===== src/sv/sspg_pkg.sv =====
// shared constants and control types for the stepper step pulse generator
`timescale 1ns / 1ps
package sspg_pkg;

  // timer ticks per second at full rate
  localparam int MAX_RATE = 10000;
  // quotient width and iteration counter width of the interval divider
  localparam int QW  = $clog2(MAX_RATE + 1);
  localparam int QCW = $clog2(QW);

  localparam int CFG_W  = 10;
  localparam int POS_W  = 16;
  localparam int STEP_W = 23;
  localparam int TC_W   = 16;
  localparam int PROD_W = POS_W + CFG_W;
  localparam int DIV_W  = 2 * CFG_W;

  localparam int IN_DATA_W  = 16;
  localparam int IN_USER_W  = 2;
  localparam int OUT_DATA_W = 32;
  localparam int CFG_ADDR_W = 2;

  // item kinds
  localparam logic [1:0] MODE_TICK = 2'd0;
  localparam logic [1:0] MODE_ABS  = 2'd1;
  localparam logic [1:0] MODE_REL  = 2'd2;

  // register indexes
  localparam logic [CFG_ADDR_W-1:0] REG_STEPS_PER_MM = 2'd0;
  localparam logic [CFG_ADDR_W-1:0] REG_SPEED        = 2'd1;
  localparam logic [CFG_ADDR_W-1:0] REG_REVERSE      = 2'd2;

  localparam logic [CFG_W-1:0] STEPS_PER_MM_RST = 10'd80;
  localparam logic [CFG_W-1:0] SPEED_RST        = 10'd10;

  typedef struct packed {
    logic load;
    logic mul;
    logic div_init;
    logic div_step;
    logic commit;
  } sspg_cmd_t;

  typedef struct packed {
    logic need_div;
    logic div_last;
    logic out_free;
  } sspg_sts_t;

endpackage


===== src/sv/stepper_step_pulse_generator.sv =====
// top level of the stepper step/direction pulse generator
`timescale 1ns / 1ps
// Step/direction generator for a stepper driver. Each request on the input
// stream is a tick from the step timer or a move (absolute target or relative
// offset, in 1/16 mm), and each yields exactly one result with the step pulse,
// direction level, moving flag, wake flag and the signed steps still to go.
// A request holds the block until its result is committed to the output
// register. For a tick that has steps pending at nonzero speed and nonzero
// steps_per_mm, the step interval
// MAX_RATE / (speed * steps_per_mm) comes from a restoring divider that
// produces one quotient bit per cycle, and a move's step count comes from
// one 16x10 multiply. One request is in work at a time; the result
// sits in an output register, so the next request is taken while the
// previous result still waits. Configuration writes belong in idle periods.
module stepper_step_pulse_generator (
  input  logic                                clk,
  input  logic                                rst_n,
  // input stream
  input  logic                                in_tvalid,
  output logic                                in_tready,
  input  logic [sspg_pkg::IN_DATA_W-1:0]      in_tdata,   // [15:0] distance_mm
  input  logic [sspg_pkg::IN_USER_W-1:0]      in_tuser,   // [1:0] mode
  // result stream
  output logic                                out_tvalid,
  input  logic                                out_tready,
  output logic [sspg_pkg::OUT_DATA_W-1:0]     out_tdata,  // [0] step_pulse, [1] dir_level,
                                                          // [2] moving, [3] wake,
                                                          // [26:4] remaining_steps, rest zero
  // register writes: 0 steps_per_mm, 1 speed_mm_per_s, 2 motor_reverse
  input  logic                                cfg_wen,
  input  logic [sspg_pkg::CFG_ADDR_W-1:0]     cfg_addr,
  input  logic [sspg_pkg::CFG_W-1:0]          cfg_wdata
);
  import sspg_pkg::*;

  sspg_cmd_t cmd;
  sspg_sts_t sts;

  // sequencer: accept, multiply, divide, commit
  sspg_ctrl u_ctrl (
    .clk       (clk),
    .rst_n     (rst_n),
    .in_tvalid (in_tvalid),
    .in_tready (in_tready),
    .sts       (sts),
    .cmd       (cmd)
  );

  // registers, motion state and arithmetic
  sspg_dp u_dp (
    .clk        (clk),
    .rst_n      (rst_n),
    .in_tdata   (in_tdata),
    .in_tuser   (in_tuser),
    .cfg_wen    (cfg_wen),
    .cfg_addr   (cfg_addr),
    .cfg_wdata  (cfg_wdata),
    .out_tvalid (out_tvalid),
    .out_tready (out_tready),
    .out_tdata  (out_tdata),
    .cmd        (cmd),
    .sts        (sts)
  );

endmodule


===== src/sv/sspg_ctrl.sv =====
// sequencing state machine for the stepper step pulse generator
`timescale 1ns / 1ps
module sspg_ctrl (
  input  logic              clk,
  input  logic              rst_n,
  input  logic              in_tvalid,
  output logic              in_tready,
  input  sspg_pkg::sspg_sts_t sts,
  output sspg_pkg::sspg_cmd_t cmd
);
  import sspg_pkg::*;

  typedef enum logic [3:0] {
    S_IDLE = 4'b0001,
    S_MUL  = 4'b0010,
    S_DIV  = 4'b0100,
    S_FIN  = 4'b1000
  } state_t;

  state_t state_r, state_nxt;

  always_ff @(posedge clk) begin
    if (!rst_n) begin
      state_r <= S_IDLE;
    end else begin
      state_r <= state_nxt;
    end
  end

  assign in_tready = (state_r == S_IDLE);

  always_comb begin
    state_nxt = state_r;
    cmd       = '0;
    unique case (state_r)
      S_IDLE: begin
        if (in_tvalid) begin
          cmd.load  = 1'b1;
          state_nxt = S_MUL;
        end
      end
      S_MUL: begin
        cmd.mul      = 1'b1;
        cmd.div_init = 1'b1;
        state_nxt    = sts.need_div ? S_DIV : S_FIN;
      end
      S_DIV: begin
        cmd.div_step = 1'b1;
        if (sts.div_last) begin
          state_nxt = S_FIN;
        end
      end
      S_FIN: begin
        // wait for the result slot before committing
        if (sts.out_free) begin
          cmd.commit = 1'b1;
          state_nxt  = S_IDLE;
        end
      end
      default: begin
        state_nxt = S_IDLE;
      end
    endcase
  end

endmodule


===== src/sv/sspg_dp.sv =====
// datapath of the stepper step pulse generator: config, motion state, multiplier, divider
`timescale 1ns / 1ps
module sspg_dp (
  input  logic                                 clk,
  input  logic                                 rst_n,
  input  logic [sspg_pkg::IN_DATA_W-1:0]       in_tdata,
  input  logic [sspg_pkg::IN_USER_W-1:0]       in_tuser,
  input  logic                                 cfg_wen,
  input  logic [sspg_pkg::CFG_ADDR_W-1:0]      cfg_addr,
  input  logic [sspg_pkg::CFG_W-1:0]           cfg_wdata,
  output logic                                 out_tvalid,
  input  logic                                 out_tready,
  output logic [sspg_pkg::OUT_DATA_W-1:0]      out_tdata,
  input  sspg_pkg::sspg_cmd_t                  cmd,
  output sspg_pkg::sspg_sts_t                  sts
);
  import sspg_pkg::*;

  localparam logic [QW-1:0] RATE_BITS = QW'(MAX_RATE);

  // configuration
  logic [CFG_W-1:0] spm_r, speed_r;
  logic             rev_r;

  // motion state
  logic signed [STEP_W-1:0] step_count_r, step_count_nxt;
  logic [TC_W-1:0]          tc_r, tc_nxt;
  logic                     active_r, active_nxt;
  logic signed [POS_W-1:0]  pos_r, pos_nxt;
  logic                     dir_r, dir_nxt;

  // latched request and working registers
  logic [1:0]              mode_r;
  logic signed [POS_W-1:0] dist_r;
  logic [POS_W-1:0]        mag_r;
  logic                    neg_r;
  logic [PROD_W-1:0]       prod_r;
  logic [DIV_W-1:0]        rem_r;
  logic [QW-1:0]           q_r;
  logic [QCW-1:0]          cnt_r;

  // result register
  logic                    out_valid_r;
  logic [OUT_DATA_W-1:0]   out_data_r;
  logic                    pulse_nxt, wake_nxt;

  // difference to the target, or the relative offset, 17 bit
  logic signed [POS_W:0] diff;
  logic [POS_W:0]        diff_abs;
  logic [POS_W-1:0]      mul_a;
  logic [DIV_W:0]        rem_sh;
  logic [DIV_W:0]        rem_sub;
  logic signed [POS_W:0] pos_sum;
  logic signed [POS_W-1:0] pos_sat;
  logic [STEP_W-1:0]     step_mag;
  logic signed [STEP_W-1:0] step_new;

  always_ff @(posedge clk) begin
    if (!rst_n) begin
      spm_r   <= STEPS_PER_MM_RST;
      speed_r <= SPEED_RST;
      rev_r   <= 1'b0;
    end else if (cfg_wen) begin
      unique case (cfg_addr)
        REG_STEPS_PER_MM: spm_r   <= cfg_wdata;
        REG_SPEED:        speed_r <= cfg_wdata;
        REG_REVERSE:      rev_r   <= cfg_wdata[0];
        default: ;
      endcase
    end
  end

  assign diff = (in_tuser == MODE_ABS)
              ? ($signed({in_tdata[POS_W-1], in_tdata}) - $signed({pos_r[POS_W-1], pos_r}))
              : $signed({in_tdata[POS_W-1], in_tdata});
  assign diff_abs = diff[POS_W] ? (POS_W+1)'(-diff) : diff;

  always_ff @(posedge clk) begin
    if (cmd.load) begin
      mode_r <= in_tuser;
      dist_r <= $signed(in_tdata);
      mag_r  <= diff_abs[POS_W-1:0];
      neg_r  <= diff[POS_W];
    end
  end

  // one multiplier: step interval rate on ticks, step distance on moves
  assign mul_a = (mode_r == MODE_TICK) ? POS_W'(speed_r) : mag_r;

  always_ff @(posedge clk) begin
    if (cmd.mul) begin
      prod_r <= PROD_W'(mul_a) * PROD_W'(spm_r);
    end
  end

  // restoring divider, one quotient bit per cycle
  assign rem_sh  = {rem_r, RATE_BITS[cnt_r]};
  assign rem_sub = rem_sh - {1'b0, prod_r[DIV_W-1:0]};

  always_ff @(posedge clk) begin
    if (cmd.div_init) begin
      rem_r <= '0;
      q_r   <= '0;
      cnt_r <= QCW'(QW - 1);
    end else if (cmd.div_step) begin
      if (!rem_sub[DIV_W]) begin
        rem_r <= rem_sub[DIV_W-1:0];
        q_r   <= {q_r[QW-2:0], 1'b1};
      end else begin
        rem_r <= rem_sh[DIV_W-1:0];
        q_r   <= {q_r[QW-2:0], 1'b0};
      end
      cnt_r <= cnt_r - 1'b1;
    end
  end

  assign sts.need_div = (mode_r == MODE_TICK) && (step_count_r != '0)
                        && (spm_r != '0) && (speed_r != '0);
  assign sts.div_last = (cnt_r == '0);
  assign sts.out_free = !out_valid_r || out_tready;

  // new step count of a move, truncated toward zero
  assign step_mag = STEP_W'(prod_r[PROD_W-1:4]);
  assign step_new = (neg_r ^ rev_r) ? -$signed(step_mag) : $signed(step_mag);

  assign pos_sum = $signed({pos_r[POS_W-1], pos_r}) + $signed({dist_r[POS_W-1], dist_r});
  always_comb begin
    if (pos_sum[POS_W] != pos_sum[POS_W-1]) begin
      pos_sat = pos_sum[POS_W] ? $signed({1'b1, {(POS_W-1){1'b0}}})
                               : $signed({1'b0, {(POS_W-1){1'b1}}});
    end else begin
      pos_sat = pos_sum[POS_W-1:0];
    end
  end

  always_comb begin
    step_count_nxt = step_count_r;
    tc_nxt         = tc_r;
    active_nxt     = active_r;
    pos_nxt        = pos_r;
    dir_nxt        = dir_r;
    pulse_nxt      = 1'b0;
    wake_nxt       = 1'b0;
    case (mode_r)
      MODE_TICK: begin
        if (step_count_r == '0) begin
          active_nxt = 1'b0;
        end else if (sts.need_div) begin
          if (tc_r < TC_W'(q_r)) begin
            tc_nxt = tc_r + 1'b1;
          end else begin
            tc_nxt    = '0;
            pulse_nxt = 1'b1;
            if (!step_count_r[STEP_W-1]) begin
              dir_nxt        = 1'b1;
              step_count_nxt = step_count_r - 1'b1;
            end else begin
              dir_nxt        = 1'b0;
              step_count_nxt = step_count_r + 1'b1;
            end
          end
        end
      end
      MODE_ABS: begin
        step_count_nxt = step_new;
        pos_nxt        = dist_r;
        active_nxt     = 1'b1;
        wake_nxt       = 1'b1;
      end
      MODE_REL: begin
        if (dist_r != '0) begin
          step_count_nxt = step_new;
          pos_nxt        = pos_sat;
          active_nxt     = 1'b1;
          wake_nxt       = 1'b1;
        end
      end
      default: ;
    endcase
  end

  always_ff @(posedge clk) begin
    if (!rst_n) begin
      step_count_r <= '0;
      tc_r         <= '0;
      active_r     <= 1'b0;
      pos_r        <= '0;
      dir_r        <= 1'b0;
    end else if (cmd.commit) begin
      step_count_r <= step_count_nxt;
      tc_r         <= tc_nxt;
      active_r     <= active_nxt;
      pos_r        <= pos_nxt;
      dir_r        <= dir_nxt;
    end
  end

  always_ff @(posedge clk) begin
    if (!rst_n) begin
      out_valid_r <= 1'b0;
    end else if (cmd.commit) begin
      out_valid_r <= 1'b1;
    end else if (out_tready) begin
      out_valid_r <= 1'b0;
    end
  end

  always_ff @(posedge clk) begin
    if (cmd.commit) begin
      out_data_r <= OUT_DATA_W'({step_count_nxt, wake_nxt, active_nxt, dir_nxt, pulse_nxt});
    end
  end

  assign out_tvalid = out_valid_r;
  assign out_tdata  = out_data_r;

endmodule


===== config.mk =====
export PLATFORM = sky130hd
export DESIGN_NAME = stepper_step_pulse_generator
export DESIGN_NICKNAME = d
export VERILOG_FILES = /design/src/sv/sspg_pkg.sv /design/src/sv/stepper_step_pulse_generator.sv /design/src/sv/sspg_ctrl.sv /design/src/sv/sspg_dp.sv
export SDC_FILE = /design/constraint.sdc
export NUM_CORES = 1
export LEC_CHECK = 0
export BUFFER_PORTS_ARGS = -buffer_cell sky130_fd_sc_hd__buf_2
export CAP_MARGIN = 20
export CELL_PAD_IN_SITES_DETAIL_PLACEMENT = 1
export CELL_PAD_IN_SITES_GLOBAL_PLACEMENT = 1
export CORE_MARGIN = 2
export CORE_UTILIZATION = 53
export DETAILED_ROUTE_END_ITERATION = 8
export PLACE_DENSITY_LB_ADDON = 0.1
export SYNTH_ARGS = -nofsm -noshare
export SYNTH_HDL_FRONTEND = slang
export SYNTH_SLANG_ARGS = --single-unit

===== constraint.sdc =====
create_clock -name clk -period 19.5 [get_ports clk]
set_input_delay 1.95 -clock clk [delete_from_list [all_inputs] [get_ports clk]]
set_output_delay 1.95 -clock clk [all_outputs]
set_load 0.005 [all_outputs]

# Yosys cells after proc, flatten, opt, wreduce, memory -nomap -nowiden
# Memories as Yosys holds them, arrays and structs flattened. A register that Yosys moved wholly into a read port is not among the register bits.
# Index checks and enable logic that the tools add are counted.
word_totals:
  reg_bits: 209
  rom_bits: 16
  elab_cells: 117
  n_memories: 1
memory_table:
  columns: ["name", "words", "width", "rd", "rd_ports_with_merged_regs", "write_ports", "line_no", "rtl"]
  rows:
  - ["(no name shown)", 16, 1, 1, 1, 0, "sspg_dp.sv:97", "assign rem_sh = {rem_r, RATE_BITS[cnt_r]};"]
op_classes:
  addsub: 9
  n_mul: 1
  n_lt_le_gt_ge: 2
  n_eq_ne: 14
  muxes: 44
  bitwise_logic: 4
  reduce_logical: 22
op_table:
  columns: ["operator", "count"]
  rows:
  - ["2-to-1 mux 23 bit", 6]
  - ["2-to-1 mux 16 bit", 6]
  - ["one-hot mux 23 bit (3 select lines)", 1]
  - ["one-hot mux 16 bit (2 select lines)", 1]
  - ["multiplier 16 x 10 -> 26 bit", 1]
  - ["2-to-1 mux 4 bit", 6]
  - ["adder 23 x 1 -> 23 bit (second input constant)", 1]
  - ["zero test 23 bit", 1]
  - ["negation 22 -> 23 bit", 1]
  - ["nonzero test 23 bit", 1]
  - ["subtractor 23 x 1 -> 23 bit (second input constant)", 1]
  - ["subtractor 21 x 20 -> 21 bit", 1]
  - ["2-to-1 mux 20 bit", 1]
  - ["nonzero test 10 bit", 2]
  - ["2-to-1 mux 1 bit", 18]
  - ["adder 16 x 16 -> 17 bit", 1]
  - ["2-to-1 mux 17 bit", 1]
  - ["subtractor 16 x 16 -> 17 bit", 1]
  - ["adder 16 x 1 -> 16 bit (second input constant)", 1]
  - ["< comparator 16 x 14 -> 1 bit", 1]
  - ["negation 16 bit", 1]
  - ["one-hot mux 4 bit (4 select lines)", 1]
  - ["nonzero test 16 bit", 1]
  - ["== test 2 x 1 -> 1 bit (second input constant)", 3]
  - ["25 further kinds", 37]

# Depth between registers and ports, before layout
logic_depth:
  word_depth: 7
  ltp_mapped: 26
  ltp_nobuf: 24

# Modules after synthesis
# A second synthesis with hierarchy kept.
unflattened:
  hier_cells: 2112
  hier_area_um2: 18846.8
by_module_without_submodules:
  columns: ["mod", "instances", "cells_per_inst", "area_each_um2"]
  rows:
  - ["sspg_dp", 1, 2082, 18509.0]
  - ["sspg_ctrl", 1, 30, 337.8]

# Least setup slack after synthesis
# No wires, ideal clock.
synth_timing:
  path_type: "reg-to-reg"
  start: "register u_dp.mode_r[0]"
  end: "register u_dp.prod_r[25] (data pin)"
  setup_ps: 260
  arrival_time_ps: 6337
  setup_slack_ps: 12903
  stages_incl_launch_ff: 25
  synth_period_minus_slack_ps: 6597
  cell_sequence: "edfxtp_1 inv_1 ha_1 clkbuf_1 buf_1 mux2_2 and2_1 fa_1 fa_1 inv_1 fa_1 inv_1 fa_1 inv_1 fa_1 inv_1 ha_1 o21ai_0 o311ai_1 a31o_2 a31oi_1 a211oi_1 a21o_1 a21oi_1 xnor2_1"
synth_between:
  elab_chain_cells: 3
synth_rtl:
  columns: ["element", "line_no", "rtl"]
  rows:
  - ["from (decl)", "sspg_dp.sv:33", "logic [1:0] mode_r;"]
  - ["from (signal assigned)", "sspg_dp.sv:80", "mode_r <= in_tuser;"]
  - ["zero test 2 bit", "sspg_dp.sv:88", "assign mul_a = (mode_r == MODE_TICK) ? POS_W'(speed_r) : mag_r;"]
  - ["2-to-1 mux 16 bit", "sspg_dp.sv:88", null]
  - ["multiplier 16 x 10 -> 26 bit", "sspg_dp.sv:92", "prod_r <= PROD_W'(mul_a) * PROD_W'(spm_r);"]
  - ["to (signal assigned)", "sspg_dp.sv:92", null]
  - ["to (decl)", "sspg_dp.sv:37", "logic [PROD_W-1:0] prod_r;"]
# Every way passes these cells.
# A chain may end at the register's enable or synchronous reset.

# Worst setup path after layout
layout_timing:
  start: "register u_dp.mode_r[1]"
  end: "register u_dp.prod_r[25] (data pin)"
# Same word-level chain as after synthesis.

==> impl_metrics.yaml <==
finish:
  syn_to_final_growth_pct: 8.84
  register_area_um2: 5080
  number_of_inserted_diodes: 0
  multi_input_area_um2: 12000
  drive_above_1_share_pct: 7.93
  fillers: 3953
  design.final.nets: 2379
setup_path:
  timing.critical_path.to_type: "flip-flop"
  crit_start: "u_dp.mode_r[1]"
  critical_path.max_fanout: 16
  critical_path.startpoint_type: "flip-flop"
  worst_ep_arrival_time_ns: 7.40
  reg2reg_capture_point: "u_dp.prod_r[25]"
  regToRegStartpoint: "u_dp.mode_r[1]"
  rrSetupSlack_ns: 12.40
  worstSetupEndpoint: "u_dp.prod_r[25]"
  critPathKind: "reg -> reg"
  critical_path_required_ns: 19.80
  worst_r2r_path_depth: 23
place:
  place_congestion: 0.878
  post-dp-hpwl_mm: 40.4
  placement.io_buffers: 63
timing:
  worst_hold_slack_ns: 0.455
  timing.setup.tns_ns: 0
  clock.fmax_mhz: 141
  finalHoldViolCount: 0
  maxSlewViolCount: 0
  grt_setup_unrepaired: "false"
  post-route-period-util_pct: 36.4
  timing.clock.skew_ns: 0.0210
  max_slew.worst_pin.slew_ns: 1.09
  setup-violations-final: 0
  layout_min_cycle_time_ns: 7.10
  relSlewSlack_pct: 27.5
pwr:
  power.net_switching_mw: 0.644
  pwr-share-comb_pct: 39.8
  pwr_density_cell_nw_per_um2: 86.9
  sequentialPowerShare_pct: 31.7
  clock_power_share_pct: 28.5
  switching_share_pct: 37.5
  worst_ir_drop_vdd_mv: 0.0667
  final_power_mw: 1.72
  internal_power_mw: 1.07
  power_leakage_nw: 8.76
routing:
  num_vias: 15200
  drc: 0
  detail_route.wl_per_cell_um: 20.9
  ant_nets: 0
  detail_route.vias_per_cell: 5.98
  drtPass1Iterations: 5
  drtIter0Drc: 838
  wl_mm: 53.1
cts:
  cts_setup_buffers: 0
  cts_repair_resize_count: 0
  cts_root_buffer: "clkbuf_16"
  ctsLongestPathBuffers: 3
  clkTransAtPathRegs_ns: 0.06
  htree_levels: 1
  clock-sinks: 210
  cts.hold.buffers_added: 0
  tritoncts_clock_tree: "done"
  insertion_delay_ns: 0.56
  cts_inserted_buffers: 27
synth:
  synth_cell_type_count: 84
  dominant_cell_type_by_area_after_synthesis: "edfxtp_1"
  synthesis.area_per_instance_um2: 8.91
  synthesis.instances: 2037
  synthFlopType: "dfxtp_1"
  synth_largest_type_area_fraction_pct: 14.6
  synth.ff_latch_count: 210
  synth.cell_area_um2: 18100
  synth_async_sr_flop_share_pct: 0
  post_synth_most_frequent_cells: "nand2_1 (217), inv_1 (196), ha_1 (155)"
  synth-edff-count: 88
  ys_warn_count: 0
  ys_seq_area_share_pct: 28.0
  synthTopCellsByArea: "edfxtp_1 (15%), dfxtp_1 (13%), fa_1 (13%), ha_1 (11%), nand2_1 (4.5%)"
  synth_most_common_cell: "nand2_1"
die:
  design.die.area_um2: 35700
  core-area_um2: 33600
  initial_cell_density_of_the_core_pct: 54.0
  chip_height_um: 189
  count_of_boundary_i_o_pins: 69
  num_rows: 67
  die-width_um: 189
run_status:
  outcome: "finished, final reports clean"
global_route:
  gr-usage-all-layers_pct: 30.0
  grt_first_pass_wirelength_mm: 86.0
  via_count_of_the_first_global_routing_pass: 16300
  grt_overflow_total: 0
  grt_antenna_before_repair: 0
  grt_start_max_net_pins: 48
worst_hold_path:
  min-delay-path-class: "reg -> reg"
  timing.hold.worst.start: "u_dp.q_r[10]"
flow_run:
  timing.max_cap.violations: 0
metal layers:
layer	global-route usage [%]	wire length, um	up-vias
met1	37.4	22700	7645
met5	0	0	-
li1	-	-	7128
met3	3.47	2130	99
met4	10.7	1900	0
met2	53.3	26400	333
power groups by stage:
stage | registers (mW) | clock network [mW] | logic (mW)
after floorplan | 0.538 | 0 | 0.498
after global placement | 0.550 | 0 | 0.630
after detailed placement | 0.552 | 0 | 0.673
after CTS | 0.544 | 0.496 | 0.683
after global routing | 0.547 | 0.514 | 0.766
final | 0.544 | 0.490 | 0.683
flip-flops by register name, summed over array words and instances (netlist names), 10 cells and up:
register / cells
u_dp.out_tdata: 27
u_dp.prod_r: 26
u_dp.step_count_r: 23
u_dp.rem_r: 20
u_dp.dist_r: 16
u_dp.mag_r: 16
u_dp.pos_r: 16
u_dp.tc_r: 16
u_dp.q_r: 14
u_dp.speed_r: 10
u_dp.spm_r: 10
how the worst min path moves through the flow:
| stage | to | slack [ns] | cells after the start |
|---|---|---|---|
| 2_1_floorplan | u_dp.q_r[10] | 0.43 | 2 |
| 3_3_place_gp | u_dp.q_r[12] | 0.44 | 2 |
| 3_5_place_dp | u_dp.q_r[10] | 0.45 | 2 |
| 4_1_cts | u_dp.q_r[10] | 0.46 | 2 |
| 5_1_grt | u_dp.q_r[10] | 0.49 | 2 |
| 6_report | u_dp.q_r[10] | 0.45 | 2 |
kinds of logic after synthesis:
logic type | synth area share (%)
muxes | 3.12
other | 0.0207
buffers and inverters | 5.92
and+or+nand+nor | 17.0
adders and majority gates | 23.4
xor gates and xnor gates | 5.79
AOI/OAI and AO/OA | 16.7
DFF | 28.0
critical path, cell delays in order (launching register included):
cell,delay (ns)
edfxtp_1,0.42
inv_1,0.11
ha_1,0.26
buf_4,0.30
mux2i_1,0.69
nand2b_1,0.23
fa_1,0.44
fa_1,0.57
inv_1,0.06
fa_1,0.50
fa_1,0.54
inv_1,0.06
fa_1,0.53
inv_1,0.04
ha_1,0.35
a21o_1,0.19
a21oi_1,0.22
o311ai_1,0.19
a31o_2,0.29
a31oi_1,0.22
a211oi_1,0.14
a21o_1,0.20
a21oi_1,0.18
xnor2_1,0.09
layout by cell type (no fill, tap or decap), drive strengths merged, types with 21 or more instances in the layout:
| master | instances |
|---|---|
| o21ai | 121 |
| inv | 197 |
| mux2i | 42 |
| o21a | 35 |
| xor2 | 44 |
| and2 | 74 |
| a21oi | 117 |
| edfxtp | 88 |
| nor2b | 41 |
| nand3 | 26 |
| clkbuf | 38 |
| nand2b | 21 |
| nand2 | 217 |
| ha | 155 |
| dfxtp | 122 |
| a21o | 37 |
| nor3 | 30 |
| fa | 114 |
| nor2 | 141 |
| buf | 80 |
| xnor2 | 76 |
stage by stage:
| stage | area (um^2) | util (%) | std cells | worst slack, ns |
|---|---|---|---|---|
| after floorplan | 18200 | - | 2041 | 12.90 |
| after global placement | 18800 | 56.1 | 2491 | 12.78 |
| after detailed placement | 18800 | 56.1 | 2491 | 12.44 |
| after CTS | 19700 | 58.6 | 2539 | 12.43 |
| after global routing | 19700 | 58.7 | 2542 | 12.03 |
| final | 19700 | 58.7 | 2542 | 12.40 |
cell type report:
class                           instances  area share [%]
Multi-Input combinational cell       1555            60.9
Sequential cell                       210            25.7
Inverter                              201            3.82
Tap cell                              448            2.84
Timing Repair Buffer                   80            2.36
Clock buffer                           38            3.94
Clock inverter                         10           0.418
Note: power is estimated with default switching activity, not from simulation.
